[config.mk]
export PLATFORM = sky130hd
export DESIGN_NAME = ascii_to_integer_parser_unit
export DESIGN_NICKNAME = d
export VERILOG_FILES = /design/src/sv/a2i_pkg.sv /design/src/sv/ascii_to_integer_parser_unit.sv /design/src/sv/a2i_front.sv /design/src/sv/a2i_queue.sv /design/src/sv/a2i_back.sv
export SDC_FILE = /design/constraint.sdc
export NUM_CORES = 2
export LEC_CHECK = 0
export BUFFER_PORTS_ARGS = -buffer_cell sky130_fd_sc_hd__buf_2
export CORE_MARGIN = 2
export CORE_UTILIZATION = 45
export DETAILED_ROUTE_END_ITERATION = 16
export SLEW_MARGIN = 30
export SYNTH_ARGS = -nofsm -noshare
export SYNTH_HDL_FRONTEND = slang
export SYNTH_SLANG_ARGS = --single-unit
[constraint.sdc]
create_clock -name clock -period 20.5 [get_ports clock]
set_input_delay 2.05 -clock clock [delete_from_list [all_inputs] [get_ports clock]]
set_output_delay 2.05 -clock clock [all_outputs]
set_load 0.005 [all_outputs]
[src/sv/a2i_pkg.sv]
`timescale 1ns / 1ps
// ----------------------------------------------------------------------------
// a2i_pkg
// Shared constants and types of the character-serial integer parser.
// ----------------------------------------------------------------------------
package a2i_pkg;

   localparam int VALUE_BITS    = 64;
   localparam int POSITION_BITS = 16;
   localparam int BASE_W        = 6;
   localparam int CHAR_W        = 8;
   localparam int DIGIT_W       = 6;
   localparam int OUT_VALUE_W   = 64;
   localparam int OUT_COUNT_W   = 16;
   localparam int RSP_DATA_W    = 88;
   localparam int CSR_INDEX_W   = 1;
   localparam int CSR_DATA_W    = 6;
   localparam int QUEUE_DEPTH   = 2;
   localparam int QUEUE_PTR_W   = 1;
   localparam int QUEUE_CNT_W   = 2;
   localparam int PROD_W        = VALUE_BITS + BASE_W + 1;

   localparam logic [CSR_INDEX_W-1:0] CSR_NUMBER_BASE = 1'd0;
   localparam logic [CSR_INDEX_W-1:0] CSR_SIGNED_MODE = 1'd1;

   localparam logic [BASE_W-1:0] BASE_RESET = 6'd10;
   localparam logic [BASE_W-1:0] BASE_AUTO  = 6'd0;
   localparam logic [BASE_W-1:0] BASE_ONE   = 6'd1;
   localparam logic [BASE_W-1:0] BASE_OCT   = 6'd8;
   localparam logic [BASE_W-1:0] BASE_DEC   = 6'd10;
   localparam logic [BASE_W-1:0] BASE_HEX   = 6'd16;
   localparam logic [BASE_W-1:0] BASE_MAX   = 6'd36;

   localparam logic [DIGIT_W-1:0] DIGIT_NONE = '1;

   localparam logic [CHAR_W-1:0] CHAR_NUL   = 8'h00;
   localparam logic [CHAR_W-1:0] CHAR_TAB   = 8'h09;
   localparam logic [CHAR_W-1:0] CHAR_CR    = 8'h0D;
   localparam logic [CHAR_W-1:0] CHAR_SPACE = 8'h20;
   localparam logic [CHAR_W-1:0] CHAR_PLUS  = 8'h2B;
   localparam logic [CHAR_W-1:0] CHAR_MINUS = 8'h2D;
   localparam logic [CHAR_W-1:0] CHAR_ZERO  = 8'h30;
   localparam logic [CHAR_W-1:0] CHAR_NINE  = 8'h39;
   localparam logic [CHAR_W-1:0] CHAR_UA    = 8'h41;
   localparam logic [CHAR_W-1:0] CHAR_UX    = 8'h58;
   localparam logic [CHAR_W-1:0] CHAR_UZ    = 8'h5A;
   localparam logic [CHAR_W-1:0] CHAR_LA    = 8'h61;
   localparam logic [CHAR_W-1:0] CHAR_LX    = 8'h78;
   localparam logic [CHAR_W-1:0] CHAR_LZ    = 8'h7A;

   localparam logic [VALUE_BITS-1:0] VALUE_MAX  = '1;
   localparam logic [VALUE_BITS-1:0] SIGNED_MAX = VALUE_MAX >> 1;
   localparam logic [VALUE_BITS-1:0] SIGNED_MIN = SIGNED_MAX + 1'b1;

   localparam logic [POSITION_BITS-1:0] POS_MAX = '1;

   typedef struct packed {
      logic is_space;
      logic is_plus;
      logic is_minus;
      logic is_zero;
      logic is_x;
      logic is_nul;
      logic is_last;
      logic first;
   } char_class_type;

   typedef struct packed {
      char_class_type       cls;
      logic [DIGIT_W-1:0]   digit;
      logic [BASE_W-1:0]    base;
   } token_type;

endpackage

[src/sv/ascii_to_integer_parser_unit.sv]
`timescale 1ns / 1ps
// ----------------------------------------------------------------------------
// ascii_to_integer_parser_unit
// Character-serial integer parser: one byte per transfer, one result per
// string with value, consumed count and status flags.
// ----------------------------------------------------------------------------
// Throughput: one character per cycle, set by the combinational multiply-add
//   and limit compare of the parse engine; a string end waits for a held result.
// Result path: the terminating character is written to the queue, then the
//   result is taken into the result register.
// Reset: synchronous; clears the queue, parse state and result valid flag,
//   and sets the base to 10 and signed mode off.
module ascii_to_integer_parser_unit (
   input  logic                                clock,
   input  logic                                reset,
   input  logic                                req_tvalid,
   output logic                                req_tready,
   input  logic [a2i_pkg::CHAR_W-1:0]          req_tdata,   // [7:0] char_code
   input  logic                                req_tlast,   // end_of_string
   output logic                                rsp_tvalid,
   input  logic                                rsp_tready,
   // [63:0] parsed_value, [79:64] consumed_count, [80] range_error,
   // [81] bad_base, [82] any_digits, [87:83] zero
   output logic [a2i_pkg::RSP_DATA_W-1:0]      rsp_tdata,
   input  logic                                csr_wr_en,
   input  logic [a2i_pkg::CSR_INDEX_W-1:0]     csr_index,
   input  logic [a2i_pkg::CSR_DATA_W-1:0]      csr_wr_data
);

   logic [a2i_pkg::BASE_W-1:0]          number_base_ff, number_base_in;
   logic                                signed_mode_ff, signed_mode_in;

   logic                                req_accept;
   logic                                queue_full;
   logic                                queue_not_empty;
   logic                                queue_pop;
   a2i_pkg::token_type                  front_token;
   a2i_pkg::token_type                  head_token;
   logic [a2i_pkg::OUT_VALUE_W-1:0]     res_value;
   logic [a2i_pkg::OUT_COUNT_W-1:0]     res_count;
   logic                                res_range_error;
   logic                                res_bad_base;
   logic                                res_any_digits;

   always_comb begin
      number_base_in = number_base_ff;
      signed_mode_in = signed_mode_ff;
      if (csr_wr_en) begin
         case (csr_index)
            a2i_pkg::CSR_NUMBER_BASE: number_base_in = csr_wr_data[a2i_pkg::BASE_W-1:0];
            a2i_pkg::CSR_SIGNED_MODE: signed_mode_in = csr_wr_data[0];
            default: begin
            end
         endcase
      end
   end

   always_ff @(posedge clock) begin
      if (reset) begin
         number_base_ff <= a2i_pkg::BASE_RESET;
         signed_mode_ff <= 1'b0;
      end else begin
         number_base_ff <= number_base_in;
         signed_mode_ff <= signed_mode_in;
      end
   end

   assign req_tready = !queue_full;
   assign req_accept = req_tvalid && !queue_full;

   a2i_front u_front (
      .clock         (clock),
      .reset         (reset),
      .accept        (req_accept),
      .char_code     (req_tdata),
      .end_of_string (req_tlast),
      .number_base   (number_base_ff),
      .token         (front_token)
   );

   a2i_queue u_queue (
      .clock      (clock),
      .reset      (reset),
      .push       (req_accept),
      .push_token (front_token),
      .full       (queue_full),
      .pop        (queue_pop),
      .not_empty  (queue_not_empty),
      .head_token (head_token)
   );

   a2i_back u_back (
      .clock           (clock),
      .reset           (reset),
      .tok_valid       (queue_not_empty),
      .tok             (head_token),
      .tok_pop         (queue_pop),
      .signed_mode     (signed_mode_ff),
      .res_valid       (rsp_tvalid),
      .res_ready       (rsp_tready),
      .res_value       (res_value),
      .res_count       (res_count),
      .res_range_error (res_range_error),
      .res_bad_base    (res_bad_base),
      .res_any_digits  (res_any_digits)
   );

   assign rsp_tdata = {5'b0, res_any_digits, res_bad_base, res_range_error,
                       res_count, res_value};

endmodule

[src/sv/a2i_front.sv]
`timescale 1ns / 1ps
// ----------------------------------------------------------------------------
// a2i_front
// Classifies each incoming character, tags it with the current base and marks the first character of a string.
// ----------------------------------------------------------------------------
module a2i_front (
   input  logic                          clock,
   input  logic                          reset,
   input  logic                          accept,
   input  logic [a2i_pkg::CHAR_W-1:0]    char_code,
   input  logic                          end_of_string,
   input  logic [a2i_pkg::BASE_W-1:0]    number_base,
   output a2i_pkg::token_type            token
);

   logic sof_ff;
   logic sof_in;
   logic [a2i_pkg::CHAR_W-1:0] ofs;

   always_comb begin
      token = '0;
      ofs   = '0;
      token.cls.is_space = (char_code == a2i_pkg::CHAR_SPACE) ||
                           ((char_code >= a2i_pkg::CHAR_TAB) &&
                            (char_code <= a2i_pkg::CHAR_CR));
      token.cls.is_plus  = (char_code == a2i_pkg::CHAR_PLUS);
      token.cls.is_minus = (char_code == a2i_pkg::CHAR_MINUS);
      token.cls.is_zero  = (char_code == a2i_pkg::CHAR_ZERO);
      token.cls.is_x     = (char_code == a2i_pkg::CHAR_LX) ||
                           (char_code == a2i_pkg::CHAR_UX);
      token.cls.is_nul   = (char_code == a2i_pkg::CHAR_NUL);
      token.cls.is_last  = end_of_string;
      token.cls.first    = sof_ff;
      token.base         = number_base;
      token.digit        = a2i_pkg::DIGIT_NONE;
      if ((char_code >= a2i_pkg::CHAR_ZERO) && (char_code <= a2i_pkg::CHAR_NINE)) begin
         ofs = char_code - a2i_pkg::CHAR_ZERO;
         token.digit = ofs[a2i_pkg::DIGIT_W-1:0];
      end else if ((char_code >= a2i_pkg::CHAR_UA) && (char_code <= a2i_pkg::CHAR_UZ)) begin
         ofs = char_code - a2i_pkg::CHAR_UA + 8'd10;
         token.digit = ofs[a2i_pkg::DIGIT_W-1:0];
      end else if ((char_code >= a2i_pkg::CHAR_LA) && (char_code <= a2i_pkg::CHAR_LZ)) begin
         ofs = char_code - a2i_pkg::CHAR_LA + 8'd10;
         token.digit = ofs[a2i_pkg::DIGIT_W-1:0];
      end
   end

   assign sof_in = accept ? (token.cls.is_nul || end_of_string) : sof_ff;

   always_ff @(posedge clock) begin
      if (reset) begin
         sof_ff <= 1'b1;
      end else begin
         sof_ff <= sof_in;
      end
   end

endmodule

[src/sv/a2i_queue.sv]
`timescale 1ns / 1ps
// ----------------------------------------------------------------------------
// a2i_queue
// Two-entry token queue between the classifier and the parse engine.
// ----------------------------------------------------------------------------
module a2i_queue (
   input  logic                clock,
   input  logic                reset,
   input  logic                push,
   input  a2i_pkg::token_type  push_token,
   output logic                full,
   input  logic                pop,
   output logic                not_empty,
   output a2i_pkg::token_type  head_token
);

   a2i_pkg::token_type slot_ff [a2i_pkg::QUEUE_DEPTH];
   logic [a2i_pkg::QUEUE_PTR_W-1:0] wr_ptr_ff;
   logic [a2i_pkg::QUEUE_PTR_W-1:0] wr_ptr_in;
   logic [a2i_pkg::QUEUE_PTR_W-1:0] rd_ptr_ff;
   logic [a2i_pkg::QUEUE_PTR_W-1:0] rd_ptr_in;
   logic [a2i_pkg::QUEUE_CNT_W-1:0] count_ff;
   logic [a2i_pkg::QUEUE_CNT_W-1:0] count_in;

   assign full       = (count_ff == a2i_pkg::QUEUE_CNT_W'(a2i_pkg::QUEUE_DEPTH));
   assign not_empty  = (count_ff != '0);
   assign head_token = slot_ff[rd_ptr_ff];

   always_comb begin
      wr_ptr_in = push ? wr_ptr_ff + 1'b1 : wr_ptr_ff;
      rd_ptr_in = pop  ? rd_ptr_ff + 1'b1 : rd_ptr_ff;
      count_in  = count_ff;
      if (push && !pop) begin
         count_in = count_ff + 1'b1;
      end else if (pop && !push) begin
         count_in = count_ff - 1'b1;
      end
   end

   always_ff @(posedge clock) begin
      if (push) begin
         slot_ff[wr_ptr_ff] <= push_token;
      end
   end

   always_ff @(posedge clock) begin
      if (reset) begin
         wr_ptr_ff <= '0;
         rd_ptr_ff <= '0;
         count_ff  <= '0;
      end else begin
         wr_ptr_ff <= wr_ptr_in;
         rd_ptr_ff <= rd_ptr_in;
         count_ff  <= count_in;
      end
   end

endmodule

[src/sv/a2i_back.sv]
`timescale 1ns / 1ps
// ----------------------------------------------------------------------------
// a2i_back
// Parse engine: sign, prefix and digit handling, saturating accumulate,
// and the registered result.
// ----------------------------------------------------------------------------
module a2i_back (
   input  logic                               clock,
   input  logic                               reset,
   input  logic                               tok_valid,
   input  a2i_pkg::token_type                 tok,
   output logic                               tok_pop,
   input  logic                               signed_mode,
   output logic                               res_valid,
   input  logic                               res_ready,
   output logic [a2i_pkg::OUT_VALUE_W-1:0]    res_value,
   output logic [a2i_pkg::OUT_COUNT_W-1:0]    res_count,
   output logic                               res_range_error,
   output logic                               res_bad_base,
   output logic                               res_any_digits
);

   typedef enum logic [2:0] {
      PH_SPACE,
      PH_SIGNED,
      PH_ZERO,
      PH_XMARK,
      PH_DIGITS,
      PH_DONE
   } phase_type;

   phase_type                            phase_ff, phase_in;
   logic                                 neg_ff, neg_in;
   logic [a2i_pkg::BASE_W-1:0]           base_ff, base_in;
   logic [a2i_pkg::VALUE_BITS-1:0]       acc_ff, acc_in;
   logic                                 ovf_ff, ovf_in;
   logic                                 seen_ff, seen_in;
   logic [a2i_pkg::POSITION_BITS-1:0]    idx_ff, idx_in;
   logic [a2i_pkg::POSITION_BITS-1:0]    endp_ff, endp_in;

   logic                                 out_valid_ff, out_valid_in;
   logic [a2i_pkg::OUT_VALUE_W-1:0]      out_value_ff, out_value_in;
   logic [a2i_pkg::OUT_COUNT_W-1:0]      out_count_ff, out_count_in;
   logic                                 out_range_ff, out_range_in;
   logic                                 out_bad_ff, out_bad_in;
   logic                                 out_any_ff, out_any_in;

   logic [a2i_pkg::BASE_W-1:0]           base_cur;
   logic [a2i_pkg::BASE_W-1:0]           base_eff;
   logic                                 bad;
   logic                                 run;
   logic                                 first_char;
   logic                                 take;
   logic                                 stop;
   logic                                 zero_lead;
   logic                                 to_signed;
   logic                                 to_xmark;
   logic                                 is_end;
   logic [a2i_pkg::POSITION_BITS-1:0]    idx_next;
   logic [a2i_pkg::VALUE_BITS-1:0]       acc_src;
   logic [a2i_pkg::PROD_W-1:0]           prod;
   logic [a2i_pkg::VALUE_BITS-1:0]       limit;
   logic [a2i_pkg::VALUE_BITS-1:0]       value_w;

   assign tok_pop = tok_valid && (!is_end || !out_valid_ff || res_ready);

   always_comb begin
      base_cur  = tok.cls.first ? tok.base : base_ff;
      bad       = (base_cur == a2i_pkg::BASE_ONE) || (base_cur > a2i_pkg::BASE_MAX);
      run       = !tok.cls.is_nul && !bad;
      is_end    = tok.cls.is_nul || tok.cls.is_last;
      idx_next  = (idx_ff == a2i_pkg::POS_MAX) ? idx_ff : idx_ff + 1'b1;

      base_eff  = base_cur;
      take      = 1'b0;
      stop      = 1'b0;
      zero_lead = 1'b0;
      to_signed = 1'b0;
      to_xmark  = 1'b0;
      first_char = 1'b0;

      case (phase_ff)
         PH_SPACE: begin
            if (tok.cls.is_plus || tok.cls.is_minus) begin
               to_signed = 1'b1;
            end else if (!tok.cls.is_space) begin
               first_char = 1'b1;
            end
         end
         PH_SIGNED: begin
            first_char = 1'b1;
         end
         PH_ZERO: begin
            if (tok.cls.is_x) begin
               to_xmark = 1'b1;
            end else begin
               base_eff = (base_cur == a2i_pkg::BASE_AUTO) ? a2i_pkg::BASE_OCT : base_cur;
               take = (tok.digit < base_eff);
               stop = !take;
            end
         end
         PH_XMARK: begin
            if (tok.digit < a2i_pkg::BASE_HEX) begin
               base_eff = a2i_pkg::BASE_HEX;
               take = 1'b1;
            end else begin
               stop = 1'b1;
            end
         end
         PH_DIGITS: begin
            take = (tok.digit < base_eff);
            stop = !take;
         end
         default: begin
         end
      endcase

      if (first_char) begin
         if (tok.cls.is_zero) begin
            if ((base_cur == a2i_pkg::BASE_AUTO) || (base_cur == a2i_pkg::BASE_HEX)) begin
               zero_lead = 1'b1;
            end else begin
               take = 1'b1;
            end
         end else begin
            base_eff = (base_cur == a2i_pkg::BASE_AUTO) ? a2i_pkg::BASE_DEC : base_cur;
            take = (tok.digit < base_eff);
            stop = !take;
         end
      end

      acc_src = (phase_ff == PH_XMARK) ? '0 : acc_ff;
      prod    = a2i_pkg::PROD_W'(acc_src) * a2i_pkg::PROD_W'(base_eff) +
                a2i_pkg::PROD_W'(tok.digit);
      if (signed_mode) begin
         limit = neg_ff ? a2i_pkg::SIGNED_MIN : a2i_pkg::SIGNED_MAX;
      end else begin
         limit = a2i_pkg::VALUE_MAX;
      end

      phase_in = phase_ff;
      neg_in   = neg_ff;
      base_in  = base_cur;
      acc_in   = acc_ff;
      ovf_in   = ovf_ff;
      seen_in  = seen_ff;
      idx_in   = idx_ff;
      endp_in  = endp_ff;

      if (run) begin
         base_in = base_eff;
         if (to_signed) begin
            neg_in   = tok.cls.is_minus;
            phase_in = PH_SIGNED;
         end
         if (to_xmark) begin
            phase_in = PH_XMARK;
         end
         if (zero_lead) begin
            seen_in  = 1'b1;
            acc_in   = '0;
            endp_in  = idx_next;
            phase_in = PH_ZERO;
         end
         if (take) begin
            if (!ovf_ff) begin
               if (prod > a2i_pkg::PROD_W'(limit)) begin
                  ovf_in = 1'b1;
               end else begin
                  acc_in = prod[a2i_pkg::VALUE_BITS-1:0];
               end
            end
            seen_in  = 1'b1;
            endp_in  = idx_next;
            phase_in = PH_DIGITS;
         end
         if (stop) begin
            phase_in = PH_DONE;
         end
      end
      if (!tok.cls.is_nul) begin
         idx_in = idx_next;
      end

      value_w = '0;
      if (seen_in) begin
         if (ovf_in) begin
            value_w = limit;
         end else begin
            value_w = neg_in ? ('0 - acc_in) : acc_in;
         end
      end

      out_valid_in = out_valid_ff && !res_ready;
      out_value_in = out_value_ff;
      out_count_in = out_count_ff;
      out_range_in = out_range_ff;
      out_bad_in   = out_bad_ff;
      out_any_in   = out_any_ff;

      if (tok_pop && is_end) begin
         out_valid_in = 1'b1;
         if (bad) begin
            out_value_in = '0;
            out_count_in = '0;
            out_range_in = 1'b0;
            out_bad_in   = 1'b1;
            out_any_in   = 1'b0;
         end else begin
            if (signed_mode) begin
               out_value_in = a2i_pkg::OUT_VALUE_W'(signed'(value_w));
            end else begin
               out_value_in = a2i_pkg::OUT_VALUE_W'(value_w);
            end
            out_count_in = seen_in ? a2i_pkg::OUT_COUNT_W'(endp_in) : '0;
            out_range_in = seen_in && ovf_in;
            out_bad_in   = 1'b0;
            out_any_in   = seen_in;
         end
         phase_in = PH_SPACE;
         neg_in   = 1'b0;
         base_in  = '0;
         acc_in   = '0;
         ovf_in   = 1'b0;
         seen_in  = 1'b0;
         idx_in   = '0;
         endp_in  = '0;
      end
   end

   always_ff @(posedge clock) begin
      if (reset) begin
         phase_ff     <= PH_SPACE;
         neg_ff       <= 1'b0;
         base_ff      <= '0;
         acc_ff       <= '0;
         ovf_ff       <= 1'b0;
         seen_ff      <= 1'b0;
         idx_ff       <= '0;
         endp_ff      <= '0;
         out_valid_ff <= 1'b0;
      end else begin
         if (tok_pop) begin
            phase_ff <= phase_in;
            neg_ff   <= neg_in;
            base_ff  <= base_in;
            acc_ff   <= acc_in;
            ovf_ff   <= ovf_in;
            seen_ff  <= seen_in;
            idx_ff   <= idx_in;
            endp_ff  <= endp_in;
         end
         out_valid_ff <= out_valid_in;
      end
      out_value_ff <= out_value_in;
      out_count_ff <= out_count_in;
      out_range_ff <= out_range_in;
      out_bad_ff   <= out_bad_in;
      out_any_ff   <= out_any_in;
   end

   assign res_valid       = out_valid_ff;
   assign res_value       = out_value_ff;
   assign res_count       = out_count_ff;
   assign res_range_error = out_range_ff;
   assign res_bad_base    = out_bad_ff;
   assign res_any_digits  = out_any_ff;

endmodule
==> metrics.csv <==
metric,value,unit
finClkSkew,0.02742,ns
yosysUniqueCellTypes,95,
cts_tree,done,
period_needed,13.95,ns
syn_area_per_cell,8.181,um2
clk_pin_slew_worst_paths,0.07,ns
critPathSlowestCell,o211ai_1,
outcome,completed,
cts_root_buffer,clkbuf_16,
fin_setup_tns,0,ns
drv_slew,0,
first_global_vias,25450,
critPathCaptureType,flop,
n_fill_cell,6281,
core,0.06297,mm2
yosysSeqAreaShare,21.45,%
fmax,71.70,MHz
rsz0062_at_grt,no,
synth_enable_flop_cells,123,
place_congestion,0.9741,
cts_hold_buf,0,
gr-total-overflow,0,
cts-htree-levels,1,
synth_area,0.02861,mm2
num_io_pins,111,
drt_iter0_drc,2283,
start_util,45.43,%
period_share,68.04,%
cts_setup_buffers,0,
hold_viol_final,0,
synth_cells,3497,
drc_errors,0,
num_rows,92,
synthToLayoutAreaGrowth,6.578,%
cp_max_fo,37,
reg2reg_setup_slack,6.55,ns
die_w,256.1,um
final_common_cell,nor2_1,
worst_r2r_path_depth,49,
maxCapViolCount,0,
relSlewSlack,33.50,%
wl,93590,um
worst_setup_path_start_kind,flop,
cts_resized,0,
drive_above_1_share,7.714,%
fp.dieArea,0.06561,mm2
vias_per_cell,5.972,
grt_first_pass_wirelength,148200,um
drtAntennaViolNets,0,
track_usage,28.46,%
grt_max_degree,79,
ys_ff_latch,245,
cts_sinks,245,
cts_buffer_depth,3,
dp.final_hpwl,72880,um
final_area,0.03049,mm2
vias,25800,
critical_path_class,flop to flop,
cp_data_arrival_time,14.27,ns
p_total,2.431,mW
worstPathRequired,20.82,ns
yosysWarningCount,0,
r2r_end,u_back.res_value[62],
leakage,13.85,nW
cp_slowest_stage_delay,0.67,ns
post_drt_wl_per_cell,21.66,um
final_cell_mix,"nor2_1, nand2_1, fa_1, ha_1, a21oi_1",
cts_buffers,25,
nets,3965,
power_density,79.74,mW/mm2
dr.pass1.iters,6,
ir_worst_vdd,0.08257,mV
placed_area,0.02967,mm2
endpoint,u_back.res_value[62],
insertion_delay,0.56,ns
report.final.setup_viol,0,
die_h,256.1,um
worst_pin_slew,0.9871,ns
synth_flop_cell,edfxtp_1,
postSynth.asyncResetShare,0,%
io_buffers,105,
antenna_found_initial,0,
hold_path_class,flop to flop,
## stage by stage
| stage | setup WS [ns] | hold slack (ns) | utilization [%] | std cells |
|---|---|---|---|---|
| CTS | 6.660 | 0.4641 | 48.40 | 4320 |
| finish | 6.552 | 0.4569 | 48.42 | 4321 |
| detailed placement | 6.704 | 0.4513 | 47.12 | 4274 |
| global route | 5.170 | 0.4859 | 48.42 | 4320 |
| floorplan | 9.297 | 0.4178 | - | 3501 |
| global placement | 7.157 | 0.4485 | 47.09 | 4274 |
## logic make-up after synthesis
kind of cell	count (synthesis)	share of synthesized area (%)
simple gates	1385	21.86
compound gates	744	16.51
fa+ha+maj	489	28.00
buf+inv	446	6.141
flops	245	21.45
xor+xnor	131	4.011
mux	56	2.016
other cells	1	0.01311
## report_power, final
| group | internal [mW] | total, mW | switching [mW] |
|---|---|---|---|
| combinational | 0.363 | 1.31 | 0.947 |
| clock | 0.259 | 0.471 | 0.212 |
| sequential | 0.620 | 0.651 | 0.0309 |
| total | 1.24 | 2.43 | 1.19 |
## per-layer routing
metal,wire length (um),GRT usage [%]
met2,44550,47.99
met3,4228,2.268
met5,0,0
met1,38710,36.32
met4,6106,15.42
## registers in the layout (all words and copies together), names as in the netlist, 6 cells and up, named ones only
signal,cells
u_queue.slot_ff,40
u_back.res_count,16
u_back.res_value,64
u_back.idx_ff,16
u_back.endp_ff,16
number_base_ff,6
u_back.acc_ff,64
u_back.base_ff,6
## synthesized netlist by cell type (all sizes together) (5+ instances only)
cell,n,area (um2)
nor2,520,1952
nand2,398,1496
fa,252,5045
ha,237,2965
a21oi,236,1200
inv,228,855.8
o21ai,190,954.7
nand3,143,720.7
clkbuf,136,510.5
edfxtp,123,3694
dfxtp,122,2442
a22oi,94,705.7
buf,81,386.6
xnor2,77,674.4
nor3,69,345.3
nand4,58,390.4
xor2,54,473.0
mux2i,43,430.4
and3,34,217.7
o211ai,33,247.7
nor4,30,221.5
a31oi,29,193.9
and2,29,181.4
a21o,24,180.2
a211oi,21,182.7
or3,19,118.9
or2,18,112.6
o31ai,17,132.6
nand2b,16,100.1
nor2b,16,100.1
o21bai,14,105.1
mux2,13,146.4
and4,10,87.58
o41ai,9,78.83
nor4b,7,61.31
a221oi,6,82.59
a32oi,6,52.55
or4,6,48.80
a221o,5,50.05
o21a,5,37.54
o221ai,5,43.79
o22ai,5,31.28
o311ai,5,61.32
## worst min path at each step
| stage | to | startpoint | cells after the start |
|---|---|---|---|
| 2_1_floorplan | u_queue.slot_ff[0][1] | number_base_ff[1] | 0 |
| 3_3_place_gp | u_back.base_ff[4] | u_back.base_ff[4] | 2 |
| 3_5_place_dp | u_queue.slot_ff[1][3] | number_base_ff[3] | 0 |
| 4_1_cts | u_queue.slot_ff[1][3] | number_base_ff[3] | 0 |
| 5_1_grt | u_queue.slot_ff[0][1] | number_base_ff[1] | 0 |
| 6_report | u_queue.slot_ff[1][3] | number_base_ff[3] | 0 |
## critical path, delay by kind of cell, from the launching register on
kind            cells  cell delay (ns)
compound gates     12             3.36
xor+xnor            1             0.46
fa+ha+maj           7             2.86
buf+inv             9             1.73
flops               1             0.31
mux                 2             0.84
simple gates       18             4.11
## layout make-up
| type | instances | area [um2] | share of cell area [%] |
|---|---|---|---|
| Clock buffer | 31 | 668.1 | 2.191 |
| Antenna cell | 1 | 2.502 | 0.008207 |
| Multi-Input combinational cell | 2810 | 20800 | 68.21 |
| Sequential cell | 245 | 6136 | 20.12 |
| Inverter | 229 | 860.8 | 2.823 |
| Tap cell | 846 | 1059 | 3.472 |
| Timing Repair Buffer | 144 | 824.5 | 2.704 |
| Clock inverter | 15 | 141.4 | 0.4637 |
Power figures use the tool's default switching activity.
